## src/rtl/core/uer_pkg.sv

```systemverilog
// Shared types and constants for the ultrasonic echo ranger.
// No dependencies; imported by every module of the block.
package uer_pkg;

	// Configuration register indexes
	localparam logic [1:0] CFG_TRIGGER_TICKS = 2'd0;
	localparam logic [1:0] CFG_TIMEOUT_TICKS = 2'd1;
	localparam logic [1:0] CFG_LOW_CONFIRM   = 2'd2;

	// Reset values of the configuration registers
	localparam logic [7:0]  RST_TRIGGER_TICKS = 8'd20;
	localparam logic [14:0] RST_TIMEOUT_TICKS = 15'd19140;
	localparam logic [5:0]  RST_LOW_CONFIRM   = 6'd30;

	// Centimeters per 58 us of echo time, kept as a running remainder
	localparam int          RANGE_DIV = 58;
	localparam int          REM_W     = 6;
	localparam logic [9:0]  DIST_MAX  = 10'd1023;
	localparam logic [7:0]  PULSE_MAX = 8'd255;
	localparam logic [5:0]  LOW_MAX   = 6'd63;

	typedef enum logic [4:0] {
		PH_IDLE = 5'b00001,
		PH_TRIG = 5'b00010,
		PH_WAIT = 5'b00100,
		PH_HIGH = 5'b01000,
		PH_LOW  = 5'b10000
	} phase_t;

	// Timer controls from the sequencer
	typedef struct packed {
		logic clear;
		logic inc;
	} tmr_ctl_t;

	// One result beat
	typedef struct packed {
		logic [9:0] distance_cm;
		logic       timed_out;
		logic       done_res;
		logic       busy_res;
		logic       trigger;
	} res_t;

endpackage

```

## src/rtl/core/ultrasonic_echo_ranger.sv

```systemverilog
// Top level of the ultrasonic echo ranger: beat registers, config, sequencer.
// Depends on uer_pkg, uer_timer and uer_fsm.
//
// Each input beat is one microsecond tick carrying a start request and the
// sampled echo level; each produces exactly one output beat with the trigger
// drive, busy and done flags, the timeout flag and the last distance in cm.
// Throughput is one beat per clock while m_tready is held high: the input
// register and the result register each advance once per cycle, and all
// per-tick state (phase, trigger count, low-run count, elapsed timer) updates
// in one pass between them. A beat moves from the input register into the
// result register when the result register is free or draining. The divide
// by 58 is carried as a quotient/remainder counter stepped alongside the
// elapsed timer, so the distance is ready on the done tick with no divider.
// Configuration writes (trigger_ticks, timeout_ticks, low_confirm) are always
// taken and must only be issued while no measurement is running; writes to
// unknown indexes are dropped. The output register holds its beat under
// backpressure while the next beat waits in the input register.
module ultrasonic_echo_ranger import uer_pkg::*; #(
	parameter int TIMER_BITS = 15
) (
	input  logic        clk,
	input  logic        arst_n,
	// config write channel
	input  logic        cfg_valid,
	output logic        cfg_ready,
	input  logic [1:0]  cfg_index,
	input  logic [14:0] cfg_data,
	// tick stream in
	input  logic        s_tvalid,
	output logic        s_tready,
	input  logic [7:0]  s_tdata,   // [0] start_req, [1] echo_level, [7:2] zero
	// result stream out
	output logic        m_tvalid,
	input  logic        m_tready,
	output logic [15:0] m_tdata    // [0] trigger, [1] busy_res, [2] done_res,
	                               // [3] timed_out, [13:4] distance_cm, [15:14] zero
);

	localparam int QW = TIMER_BITS - 5;

	// config registers
	logic [7:0]  trigger_ticks_q;
	logic [14:0] timeout_ticks_q;
	logic [5:0]  low_confirm_q;

	assign cfg_ready = 1'b1;

	always_ff @(posedge clk or negedge arst_n) begin
		if (!arst_n) begin
			trigger_ticks_q <= RST_TRIGGER_TICKS;
			timeout_ticks_q <= RST_TIMEOUT_TICKS;
			low_confirm_q   <= RST_LOW_CONFIRM;
		end else if (cfg_valid) begin
			case (cfg_index)
				CFG_TRIGGER_TICKS: trigger_ticks_q <= cfg_data[7:0];
				CFG_TIMEOUT_TICKS: timeout_ticks_q <= cfg_data;
				CFG_LOW_CONFIRM:   low_confirm_q   <= cfg_data[5:0];
				default: ;
			endcase
		end
	end

	// input register
	logic valid_s1, start_s1, echo_s1;
	logic out_valid_q;
	res_t out_q;
	logic step;

	// s1 moves into the result register when that register is free or draining
	assign step     = valid_s1 && (!out_valid_q || m_tready);
	assign s_tready = !valid_s1 || step;

	always_ff @(posedge clk or negedge arst_n) begin
		if (!arst_n)
			valid_s1 <= 1'b0;
		else if (s_tready)
			valid_s1 <= s_tvalid;
	end

	always_ff @(posedge clk) begin
		if (s_tready && s_tvalid) begin
			start_s1 <= s_tdata[0];
			echo_s1  <= s_tdata[1];
		end
	end

	// per-tick update
	tmr_ctl_t              tmr_ctl;
	logic [TIMER_BITS-1:0] elapsed_nx;
	logic [QW-1:0]         quot_nx;
	res_t                  res;

	uer_timer #(.TIMER_BITS(TIMER_BITS), .QW(QW)) u_timer (
		.clk        (clk),
		.arst_n     (arst_n),
		.ctl        (tmr_ctl),
		.elapsed_nx (elapsed_nx),
		.quot_nx    (quot_nx)
	);

	uer_fsm #(.TIMER_BITS(TIMER_BITS), .QW(QW)) u_fsm (
		.clk           (clk),
		.arst_n        (arst_n),
		.step          (step),
		.start_req     (start_s1),
		.echo_level    (echo_s1),
		.trigger_ticks (trigger_ticks_q),
		.timeout_ticks (timeout_ticks_q),
		.low_confirm   (low_confirm_q),
		.elapsed_nx    (elapsed_nx),
		.quot_nx       (quot_nx),
		.tmr_ctl       (tmr_ctl),
		.res           (res)
	);

	// result register
	always_ff @(posedge clk or negedge arst_n) begin
		if (!arst_n)
			out_valid_q <= 1'b0;
		else if (!out_valid_q || m_tready)
			out_valid_q <= step;
	end

	always_ff @(posedge clk) begin
		if (step)
			out_q <= res;
	end

	assign m_tvalid = out_valid_q;
	assign m_tdata  = {2'b00, out_q.distance_cm, out_q.timed_out, out_q.done_res,
		out_q.busy_res, out_q.trigger};

endmodule

```

## src/rtl/core/uer_timer.sv

```systemverilog
// Echo timer: elapsed tick counter with a running quotient and remainder by 58.
// Depends on uer_pkg.
module uer_timer import uer_pkg::*; #(
	parameter int TIMER_BITS = 15,
	parameter int QW = TIMER_BITS - 5
) (
	input  logic                  clk,
	input  logic                  arst_n,
	input  tmr_ctl_t              ctl,
	output logic [TIMER_BITS-1:0] elapsed_nx,
	output logic [QW-1:0]         quot_nx
);

	localparam logic [TIMER_BITS-1:0] TMAX   = {TIMER_BITS{1'b1}};
	localparam logic [REM_W-1:0]      REM_TOP = REM_W'(RANGE_DIV - 1);

	logic [TIMER_BITS-1:0] elapsed_q;
	logic [QW-1:0]         quot_q;
	logic [REM_W-1:0]      rem_q, rem_nx;

	always_comb begin
		elapsed_nx = elapsed_q;
		quot_nx    = quot_q;
		rem_nx     = rem_q;
		if (ctl.clear) begin
			elapsed_nx = '0;
			quot_nx    = '0;
			rem_nx     = '0;
		end else if (ctl.inc && elapsed_q != TMAX) begin
			elapsed_nx = elapsed_q + 1'b1;
			if (rem_q == REM_TOP) begin
				rem_nx  = '0;
				quot_nx = quot_q + 1'b1;
			end else begin
				rem_nx = rem_q + 1'b1;
			end
		end
	end

	always_ff @(posedge clk or negedge arst_n) begin
		if (!arst_n) begin
			elapsed_q <= '0;
			quot_q    <= '0;
			rem_q     <= '0;
		end else begin
			elapsed_q <= elapsed_nx;
			quot_q    <= quot_nx;
			rem_q     <= rem_nx;
		end
	end

endmodule

```

## src/rtl/core/uer_fsm.sv

```systemverilog
// Measurement sequencer: trigger pulse, echo wait, high/low tracking, result.
// Depends on uer_pkg; works with uer_timer for elapsed time.
module uer_fsm import uer_pkg::*; #(
	parameter int TIMER_BITS = 15,
	parameter int QW = TIMER_BITS - 5
) (
	input  logic                  clk,
	input  logic                  arst_n,
	input  logic                  step,
	input  logic                  start_req,
	input  logic                  echo_level,
	input  logic [7:0]            trigger_ticks,
	input  logic [14:0]           timeout_ticks,
	input  logic [5:0]            low_confirm,
	input  logic [TIMER_BITS-1:0] elapsed_nx,
	input  logic [QW-1:0]         quot_nx,
	output tmr_ctl_t              tmr_ctl,
	output res_t                  res
);

	localparam int CW = (TIMER_BITS > 15) ? TIMER_BITS : 15;
	localparam int QX = (QW > 10) ? QW : 10;
	localparam logic [TIMER_BITS-1:0] TMAX = {TIMER_BITS{1'b1}};

	phase_t      phase_q, phase_nx;
	logic [7:0]  pulse_q, pulse_nx;
	logic [5:0]  low_q, low_nx;
	logic [QW-1:0] travel_q, travel_nx;
	logic [9:0]  dist_q, dist_nx;
	logic        to_q, to_nx;

	logic [7:0]  trig_n;
	logic [5:0]  low_n;
	logic [7:0]  pulse_inc;
	logic [5:0]  low_inc;
	logic        trig_out, done;
	logic        hit_timeout;

	function automatic logic [9:0] sat_dist(input logic [QW-1:0] q);
		logic [QX-1:0] qe;
		qe = QX'(q);
		return (qe > QX'(DIST_MAX)) ? DIST_MAX : qe[9:0];
	endfunction

	assign trig_n    = (trigger_ticks == 8'd0) ? 8'd1 : trigger_ticks;
	assign low_n     = (low_confirm == 6'd0) ? 6'd1 : low_confirm;
	assign pulse_inc = (pulse_q < PULSE_MAX) ? pulse_q + 8'd1 : pulse_q;
	assign low_inc   = (low_q < LOW_MAX) ? low_q + 6'd1 : low_q;
	assign hit_timeout = (CW'(elapsed_nx) >= CW'(timeout_ticks)) || (elapsed_nx == TMAX);

	always_comb begin
		phase_nx  = phase_q;
		pulse_nx  = pulse_q;
		low_nx    = low_q;
		travel_nx = travel_q;
		dist_nx   = dist_q;
		to_nx     = to_q;
		trig_out  = 1'b0;
		done      = 1'b0;
		tmr_ctl   = '0;
		if (step) begin
			case (phase_q)
				PH_IDLE: begin
					if (start_req) begin
						trig_out = 1'b1;
						pulse_nx = 8'd1;
						phase_nx = (trig_n <= 8'd1) ? PH_WAIT : PH_TRIG;
					end
				end
				PH_TRIG: begin
					trig_out = 1'b1;
					pulse_nx = pulse_inc;
					if (pulse_inc >= trig_n)
						phase_nx = PH_WAIT;
				end
				PH_WAIT: begin
					if (echo_level) begin
						tmr_ctl.clear = 1'b1;
						travel_nx = '0;
						low_nx    = '0;
						phase_nx  = PH_HIGH;
						// zero timeout ends on the rise itself
						if (timeout_ticks == 15'd0) begin
							dist_nx  = '0;
							to_nx    = 1'b1;
							done     = 1'b1;
							phase_nx = PH_IDLE;
						end
					end
				end
				PH_HIGH, PH_LOW: begin
					tmr_ctl.inc = 1'b1;
					if (echo_level) begin
						travel_nx = quot_nx;
						low_nx    = '0;
						phase_nx  = PH_HIGH;
						if (hit_timeout) begin
							dist_nx  = sat_dist(quot_nx);
							to_nx    = 1'b1;
							done     = 1'b1;
							phase_nx = PH_IDLE;
						end
					end else begin
						low_nx   = low_inc;
						phase_nx = PH_LOW;
						if (low_inc >= low_n) begin
							dist_nx  = sat_dist(travel_q);
							to_nx    = 1'b0;
							done     = 1'b1;
							phase_nx = PH_IDLE;
						end
					end
				end
				default: phase_nx = PH_IDLE;
			endcase
		end
	end

	always_ff @(posedge clk or negedge arst_n) begin
		if (!arst_n) begin
			phase_q  <= PH_IDLE;
			pulse_q  <= '0;
			low_q    <= '0;
			travel_q <= '0;
			dist_q   <= '0;
			to_q     <= 1'b0;
		end else begin
			phase_q  <= phase_nx;
			pulse_q  <= pulse_nx;
			low_q    <= low_nx;
			travel_q <= travel_nx;
			dist_q   <= dist_nx;
			to_q     <= to_nx;
		end
	end

	always_comb begin
		res.trigger     = trig_out;
		res.busy_res    = (phase_nx != PH_IDLE);
		res.done_res    = done;
		res.timed_out   = to_nx;
		res.distance_cm = dist_nx;
	end

endmodule

```

## config.mk

```make
export PLATFORM = sky130hd
export DESIGN_NAME = ultrasonic_echo_ranger
export DESIGN_NICKNAME = d
export VERILOG_FILES = /design/src/rtl/core/uer_pkg.sv /design/src/rtl/core/ultrasonic_echo_ranger.sv /design/src/rtl/core/uer_timer.sv /design/src/rtl/core/uer_fsm.sv
export SDC_FILE = /design/constraint.sdc
export NUM_CORES = 1
export LEC_CHECK = 0
export ABC_AREA = 0
export BUFFER_PORTS_ARGS = -buffer_cell sky130_fd_sc_hd__buf_2
export CAP_MARGIN = 20
export CORE_MARGIN = 2
export CORE_UTILIZATION = 39
export CTS_BUF_LIST = sky130_fd_sc_hd__clkbuf_8
export DETAILED_ROUTE_END_ITERATION = 7
export HOLD_SLACK_MARGIN = 0.05
export SLEW_MARGIN = 40
export SYNTH_ARGS = -nofsm -noshare
export SYNTH_HDL_FRONTEND = slang
export SYNTH_SLANG_ARGS = --single-unit
export TNS_END_PERCENT = 1
```

## constraint.sdc

```tcl
create_clock -name clk -period 5.8 [get_ports clk]
set_input_delay 1.16 -clock clk [delete_from_list [all_inputs] [get_ports clk]]
set_output_delay 1.16 -clock clk [all_outputs]
set_load 0.02 [all_outputs]
```

==> reports/metrics.yaml, run 1 <==
synthesis:
  compound_gate_portion_of_the_synthesized_area_pct: 16.1
  synth_edf_count: 16
  synth_xor_xnor_area_share_pct: 2.46
  synthDistinctLibCells: 70
  synth_top_family_by_area: "simple AND/OR/NAND/NOR gates"
  synthMuxAreaShare_pct: 5.17
  synth_simple_gate_area_share_pct: 18.0
  netlist_area_um2: 6410
  synthCells: 634
  synth_ff_type: "sky130_fd_sc_hd__dfrtp_1"
  ys_warn_count: 0
  synthDominantAreaCellType: "sky130_fd_sc_hd__dfrtp_1"
  async_flop_share_pct: 86.4
  yosys.area.top_type_share_pct: 34.7
  synth_seq_area_share_pct: 47.5
  synth.cells.most_frequent: "89 x sky130_fd_sc_hd__dfrtp_1, 51 x sky130_fd_sc_hd__nor2_1, 49 x sky130_fd_sc_hd__nand2_1"
  synthesis_stage_register_bit_count: 118
  syn_area_per_cell_um2: 10.1
  adder_cell_share_of_the_synthesized_area_pct: 6.83
  synth_most_common_cell: "sky130_fd_sc_hd__dfrtp_1"
  yosys-top-cells-area: "sky130_fd_sc_hd__dfrtp_1 35%, sky130_fd_sc_hd__edfxtp_1 7.5%, sky130_fd_sc_hd__ha_1 6.8%"
worst_hold_path:
  min_from: "u_fsm.travel_q[8]$_DFFE_PN0P_"
  hold-path-endpoint: "u_fsm.travel_q[8]$_DFFE_PN0P_"
  cells_on_worst_hold_path: 2
  hold_class: "reg2reg"
power:
  combinational_group_share_of_total_power_pct: 21.6
  power.share.clock_pct: 33.6
  max-vdd-ir-drop_uv: 301
  power.share.switching_pct: 31.6
  cell_internal_pwr_uw: 1700
  p_sw_uw: 788
  p_per_area_nw_per_um2: 341
  power_leakage_uw: 0.00322
  seq_power_share_pct: 44.7
final_layout:
  areaGrowthSynthToFinish_pct: 14.0
  finalNetCount: 745
  final.fill_count: 1569
  drive_gt1_share_pct: 19.5
  num_antenna_cells: 0
clock_network:
  cts_hold_repair.buffers: 0
  cts.root.buffer_cell: "sky130_fd_sc_hd__clkbuf_8"
  postCtsSetupBuffers: 0
  cts_max_level: 4
  cts_buffer_depth: 2
  tritoncts: "built"
  clk_latency_ns: 0.45
  clk_pin_slew_ns: 0.08
  num_clock_sinks: 118
  cts.repair.resized: 0
  cts_made_buffers: 17
setup_path:
  worst-path-max-fanout: 10
  r2r_slack_ns: 0.92
  timing.critical_path.required_ns: 5.99
  path_class: "in2reg"
  worstPathArrival_ns: 5.20
  critical_path.reg2reg.endpoint: "m_tdata[6]$_DFFE_PN_"
  worstSetupEndpointType: "register"
  reg2reg_from: "u_fsm.phase_q[2]$_DFF_PN0_"
  cp-start-kind: "input pin"
  r2r_cells: 13
die:
  dieArea_um2: 17500
  start_util_pct: 40.1
  floorplan.die.width_um: 132
  dieHeight_um: 132
  row_count: 46
  ios: 49
  core-area_um2: 16000
timing:
  final-max-slew-violation-count: 0
  report.final.setup_viol: 0
  fin_setup_tns_ns: 0
  final.min_clock_period_ns: 5.01
  max_clock_freq_mhz: 200
  maxSlewHeadroom_pct: 42.0
  tightest_slew_ns: 0.864
  final.setup.worst_slack_ns: 0.790
  setup_clock_skew_after_layout_ns: 0.0118
  fin_crit_sh_pct: 86.4
  final_hold_viol_count: 0
  rsz0062_at_grt: "no"
grt:
  grt_overflow: 0
  grt_util_all_layers_pct: 17.7
  grt_start_max_net_pins: 65
  initial_antenna_violation_count: 0
  number_of_global_route_vias_before_repair: 4892
  global_route_wire_length_before_repair_mm: 24.7
detailed_routing:
  wirelength_mm: 14.7
  number_of_antenna_violating_nets_in_the_routed_design: 0
  detail_route.wl_per_cell_um: 16.1
  initialDrtViolationCount: 317
  routed-via-count: 5007
  drt_first_pass_iters: 5
  remaining_drc_errors: 0
  vias_per_cell: 5.51
place:
  post-dp-hpwl_mm: 10.7
  port_buffers: 39
  gpl.final_weighted_congestion: 0.824
  dp_worst_setup_slack_ns: 0.442
outcome:
  status: "completed"
job:
  drv_cap: 0
## critical path: stages
cell and delay (ns):
sky130_fd_sc_hd__buf_2 0.08, sky130_fd_sc_hd__nor2b_1 0.07, sky130_fd_sc_hd__or4_1 0.72, sky130_fd_sc_hd__buf_4 0.27, sky130_fd_sc_hd__a311o_1 0.29, sky130_fd_sc_hd__mux2i_1 0.47, sky130_fd_sc_hd__ha_1 0.37, sky130_fd_sc_hd__a2111oi_0 0.37
sky130_fd_sc_hd__o21ai_0 0.15, sky130_fd_sc_hd__a21boi_0 0.31, sky130_fd_sc_hd__buf_4 0.21, sky130_fd_sc_hd__o21ai_2 0.09, sky130_fd_sc_hd__and2_1 0.28, sky130_fd_sc_hd__a211o_1 0.35
## layer usage
layer / wire length (µm) / part of all wire, % / GRT usage [%] / vias up
li1: - / - / - / 2425
met4: 143 / 0.97 / 4.78 / 0
met2: 7120 / 49 / 28.7 / 96
met3: 576 / 3.9 / 4.69 / 15
met1: 6830 / 47 / 23.5 / 2471
met5: 0 / 0 / 0 / -
## how the worst max path moves through the flow
stage               startpoint                     to  cells after the start
CTS                   m_tready   m_tdata[6]$_DFFE_PN_                     14
floorplan             m_tready  m_tdata[11]$_DFFE_PN_                     17
finish                m_tready   m_tdata[6]$_DFFE_PN_                     14
global route          m_tready   m_tdata[6]$_DFFE_PN_                     14
global placement      m_tready   m_tdata[6]$_DFFE_PN_                     14
detailed placement    m_tready   m_tdata[8]$_DFFE_PN_                     14
## cells in the final DEF (no fill, tap or decap), drive strengths merged, types with 8 or more instances in the layout
cell / instances
mux2: 25
clkbuf: 18
dfstp: 13
inv: 44
buf: 45
dfrtp: 89
nor4: 16
edfxtp: 16
nand4: 16
nor2: 51
nand3: 29
o21ai: 40
nand2b: 8
ha: 35
a22o: 24
nand2: 49
nor3: 14
a31oi: 9
a21oi: 24
xnor2: 12
## power groups by stage
stage | Combinational, µW | Clock, µW | Sequential, µW
2_1_floorplan | 398 | 0 | 1090
3_3_place_gp | 522 | 0 | 1120
3_5_place_dp | 541 | 0 | 1130
4_1_cts | 543 | 857 | 1110
5_1_grt | 615 | 901 | 1140
6_report | 539 | 838 | 1110
## cells by family after synthesis
group	Yosys count
AND/OR/NAND/NOR	222
multiplexers	30
buffers and inverters	61
flip-flops	118
other	2
XOR/XNOR	18
AO/OA/AOI/OAI	148
adder cells (fa/ha/maj)	35
## cell type report
type                    instances  area, µm²  share of cell area, %
clock buffers                  18        248                   3.39
clock inverters                14        199                   2.72
inverters                      42        158                   2.16
multi-input cells             456       3140                   43.0
flip-flops and latches        118       3050                   41.7
well taps                     216        270                   3.70
repair buffers                 45        246                   3.37
## registers in the layout (all words and copies together) (netlist names), 8 cells and up
signal	count
timeout_ticks_q	15
u_timer.quot_q	10
u_fsm.dist_q	10
m_tdata	14
u_fsm.travel_q	10
u_timer.elapsed_q	15
trigger_ticks_q	8
u_fsm.pulse_q	8
## per-stage QoR
stage                     cells  hold slack (ns)  power (µW)  util, %  instance area (µm²)
after floorplan             635            0.460        1490        -                 6420
after global placement      877            0.487        1640     42.8                 6850
after detailed placement    877            0.501        1670     42.9                 6860
after CTS                   909            0.519        2510     45.7                 7310
after global routing        909            0.542        2650     45.7                 7310
final                       909            0.517        2490     45.7                 7310
No activity file was read; power rests on OpenSTA's default activity.
==> run 2, diff against run 1 <==
Clock period 5.8 ns to 4.27 ns, I/O delays scaled along.
==> reports/metrics.yaml, run 2 (same netlist as run 1, synthesis figures left out) <==
outcome:
  status: "completed"  # unchanged
power:
  p_per_area_nw_per_um2: 439  # was 341 nW/µm²
  power_leakage_uw: 0.00333  # was 0.00322 µW
  max-vdd-ir-drop_uv: 238  # was 301 µV
  power_uw: 3290  # was 2490 µW
final_layout:
  layout_commonest_cell: "sky130_fd_sc_hd__dfrtp_1"  # unchanged
  final.fill_count: 1543  # was 1,569
  finalNetCount: 777  # was 745
  num_antenna_cells: 0  # unchanged
  drive_gt1_share_pct: 23.9  # was 19.5%
  layout.area.seq_um2: 3050  # unchanged
  areaGrowthSynthToFinish_pct: 16.8  # was 14.0%
  highest_count_cells_in_the_layout_ignoring_fill_and_taps: "89 x sky130_fd_sc_hd__dfrtp_1, 49 x sky130_fd_sc_hd__nand2_1, 48 x sky130_fd_sc_hd__nor2_1"  # was 89 x sky130_fd_sc_hd__dfrtp_1, 50 x sky130_fd_sc_hd__nor2_1, 49 x sky130_fd_sc_hd__nand2_1
  multiInputGateArea_um2: 3160  # was 3140 µm²
timing:
  fin_crit_sh_pct: 95.2
  setup_clock_skew_after_layout_ns: 0.00973  # was 0.0118 ns
  final-max-slew-violation-count: 0  # unchanged
  maxSlewHeadroom_pct: 49.5  # was 42.0%
  report.final.setup_viol: 0  # unchanged
  rsz0062_at_grt: "no"  # unchanged
  final.setup.worst_slack_ns: 0.204  # was 0.790 ns
  final.min_clock_period_ns: 4.07
  final_hold_viol_count: 0  # unchanged
  max_clock_freq_mhz: 246
  tightest_slew_ns: 0.754  # was 0.864 ns
clock_network:
  cts_buffer_depth: 2  # unchanged
  postCtsSetupBuffers: 0  # unchanged
  clk_pin_slew_ns: 0.08  # about the same
  cts_max_level: 4  # unchanged
  num_clock_sinks: 118  # unchanged
  cts_made_buffers: 17  # unchanged
  clk_latency_ns: 0.44  # was 0.45 ns
  tritoncts: "built"  # unchanged
  cts.root.buffer_cell: "sky130_fd_sc_hd__clkbuf_8"  # unchanged
setup_path:
  r2r_cells: 14  # was 13
  reg2reg_from: "u_fsm.phase_q[2]$_DFF_PN0_"  # unchanged
  worstPathArrival_ns: 4.26  # was 5.20 ns
  path_class: "reg2reg"  # was in2reg
  critical_path.reg2reg.endpoint: "m_tdata[8]$_DFFE_PN_"  # was m_tdata[6]$_DFFE_PN_
  r2r_slack_ns: 0.20  # was 0.92 ns
  worst-path-max-fanout: 7  # was 10
  worstSetupEndpointType: "register"  # unchanged
  timing.critical_path.required_ns: 4.46  # was 5.99 ns
  cp-start-kind: "register"  # was input pin
place:
  port_buffers: 39  # unchanged
  gpl.final_weighted_congestion: 0.850  # was 0.824
  dp_worst_setup_slack_ns: -0.354  # was 0.442 ns
  post-dp-hpwl_mm: 11.2  # was 10.7 mm
worst_hold_path:
  hold_class: "in2async"  # was reg2reg
detailed_routing:
  drt_first_pass_iters: 5  # unchanged
  wirelength_mm: 15.2  # was 14.7 mm
  routed-via-count: 5149  # was 5,007
  remaining_drc_errors: 0  # unchanged
  initialDrtViolationCount: 335  # was 317
  vias_per_cell: 5.47  # was 5.51
  number_of_antenna_violating_nets_in_the_routed_design: 0  # unchanged
  detail_route.wl_per_cell_um: 16.2  # was 16.1 µm
grt:
  use_met3_pct: 3.88  # was 4.69%
  number_of_global_route_vias_before_repair: 5155  # was 4,892
  grt_overflow: 0  # unchanged
  initial_antenna_violation_count: 0  # unchanged
  grt_start_max_net_pins: 65  # unchanged
  gr_busiest_metal: "met2"  # unchanged
  global_route_met2_utilization_pct: 30.5  # was 28.7%
  grt_util_all_layers_pct: 18.2  # was 17.7%
  met1_usage_pct: 24.0  # was 23.5%
  global_route_wire_length_before_repair_mm: 25.6  # was 24.7 mm
die:
  dieArea_um2: 17500  # unchanged
  start_util_pct: 40.1  # unchanged
  ios: 49  # unchanged
  row_count: 46  # unchanged
  floorplan.die.width_um: 132  # unchanged
  dieHeight_um: 132  # unchanged
  core-area_um2: 16000  # unchanged
job:
  drv_cap: 0  # unchanged
run 2: power breakdown:
group          internal, µW  switching [µW]
Combinational           389             453
Sequential             1330             158
Clock                   460             496
run 2: metrics by stage:
step / area, µm² / hold WS [ns] / utilization [%] / setup TNS (ns) / cells
global route: 7490 / 0.177 / 46.8 / 0 / 941
finish: 7490 / 0.193 / 46.8 / 0 / 941
CTS: 7470 / 0.161 / 46.7 / 0 / 941
detailed placement: 7100 / 0.493 / 44.4 / -5.06 / 909
floorplan: 6420 / 0.460 / - / 0 / 635
global placement: 7100 / 0.489 / 44.3 / -3.71 / 909
run 2: worst max-delay path: stages (launching register included):
cell	delay, ns
sky130_fd_sc_hd__dfrtp_1	0.39
sky130_fd_sc_hd__or3_4	0.39
sky130_fd_sc_hd__or4_4	0.47
sky130_fd_sc_hd__or3_1	0.42
sky130_fd_sc_hd__nor3_1	0.19
sky130_fd_sc_hd__xnor2_1	0.16
sky130_fd_sc_hd__nor2_2	0.07
sky130_fd_sc_hd__ha_1	0.31
sky130_fd_sc_hd__nand4_1	0.11
sky130_fd_sc_hd__a21oi_1	0.05
sky130_fd_sc_hd__nor4_1	0.27
sky130_fd_sc_hd__a21boi_4	0.28
sky130_fd_sc_hd__o21ai_2	0.09
sky130_fd_sc_hd__and2_2	0.27
sky130_fd_sc_hd__a211o_1	0.34
run 2: worst max path at each step:
stage | from | depth (start not counted) | to
final | u_fsm.phase_q[2]$_DFF_PN0_ | 14 | m_tdata[8]$_DFFE_PN_
after CTS | u_fsm.phase_q[2]$_DFF_PN0_ | 14 | m_tdata[8]$_DFFE_PN_
after floorplan | m_tready | 17 | m_tdata[11]$_DFFE_PN_
after global routing | u_fsm.phase_q[2]$_DFF_PN0_ | 14 | m_tdata[8]$_DFFE_PN_
after global placement | m_tready | 15 | m_tdata[11]$_DFFE_PN_
after detailed placement | m_tready | 15 | m_tdata[8]$_DFFE_PN_
run 2: final cells by class:
class | count | area share (%)
tap | 216 | 3.61
sequential | 118 | 40.7
timing repair buffer | 77 | 6.49
multi-input combinational | 456 | 42.2
clock buffer | 17 | 3.12
clock inverter | 15 | 1.77
inverter | 42 | 2.10
run 2: routing by layer:
| layer | vias to the layer above | share of wire (%) |
|---|---|---|
| met5 | - | 0 |
| met4 | 0 | 0.99 |
| met3 | 10 | 4.1 |
| met2 | 112 | 49 |
| met1 | 2527 | 46 |
| li1 | 2500 | - |
run 2: timing repair:
action / CTS / global route
gates resized for setup: 1 / 7
endpoints found under the hold margin: 0 / 0
gates cloned: 0 / 0
hold buffers: 0 / 0
pin swaps: 1 / 1
endpoints found under the setup margin: 4 / 22
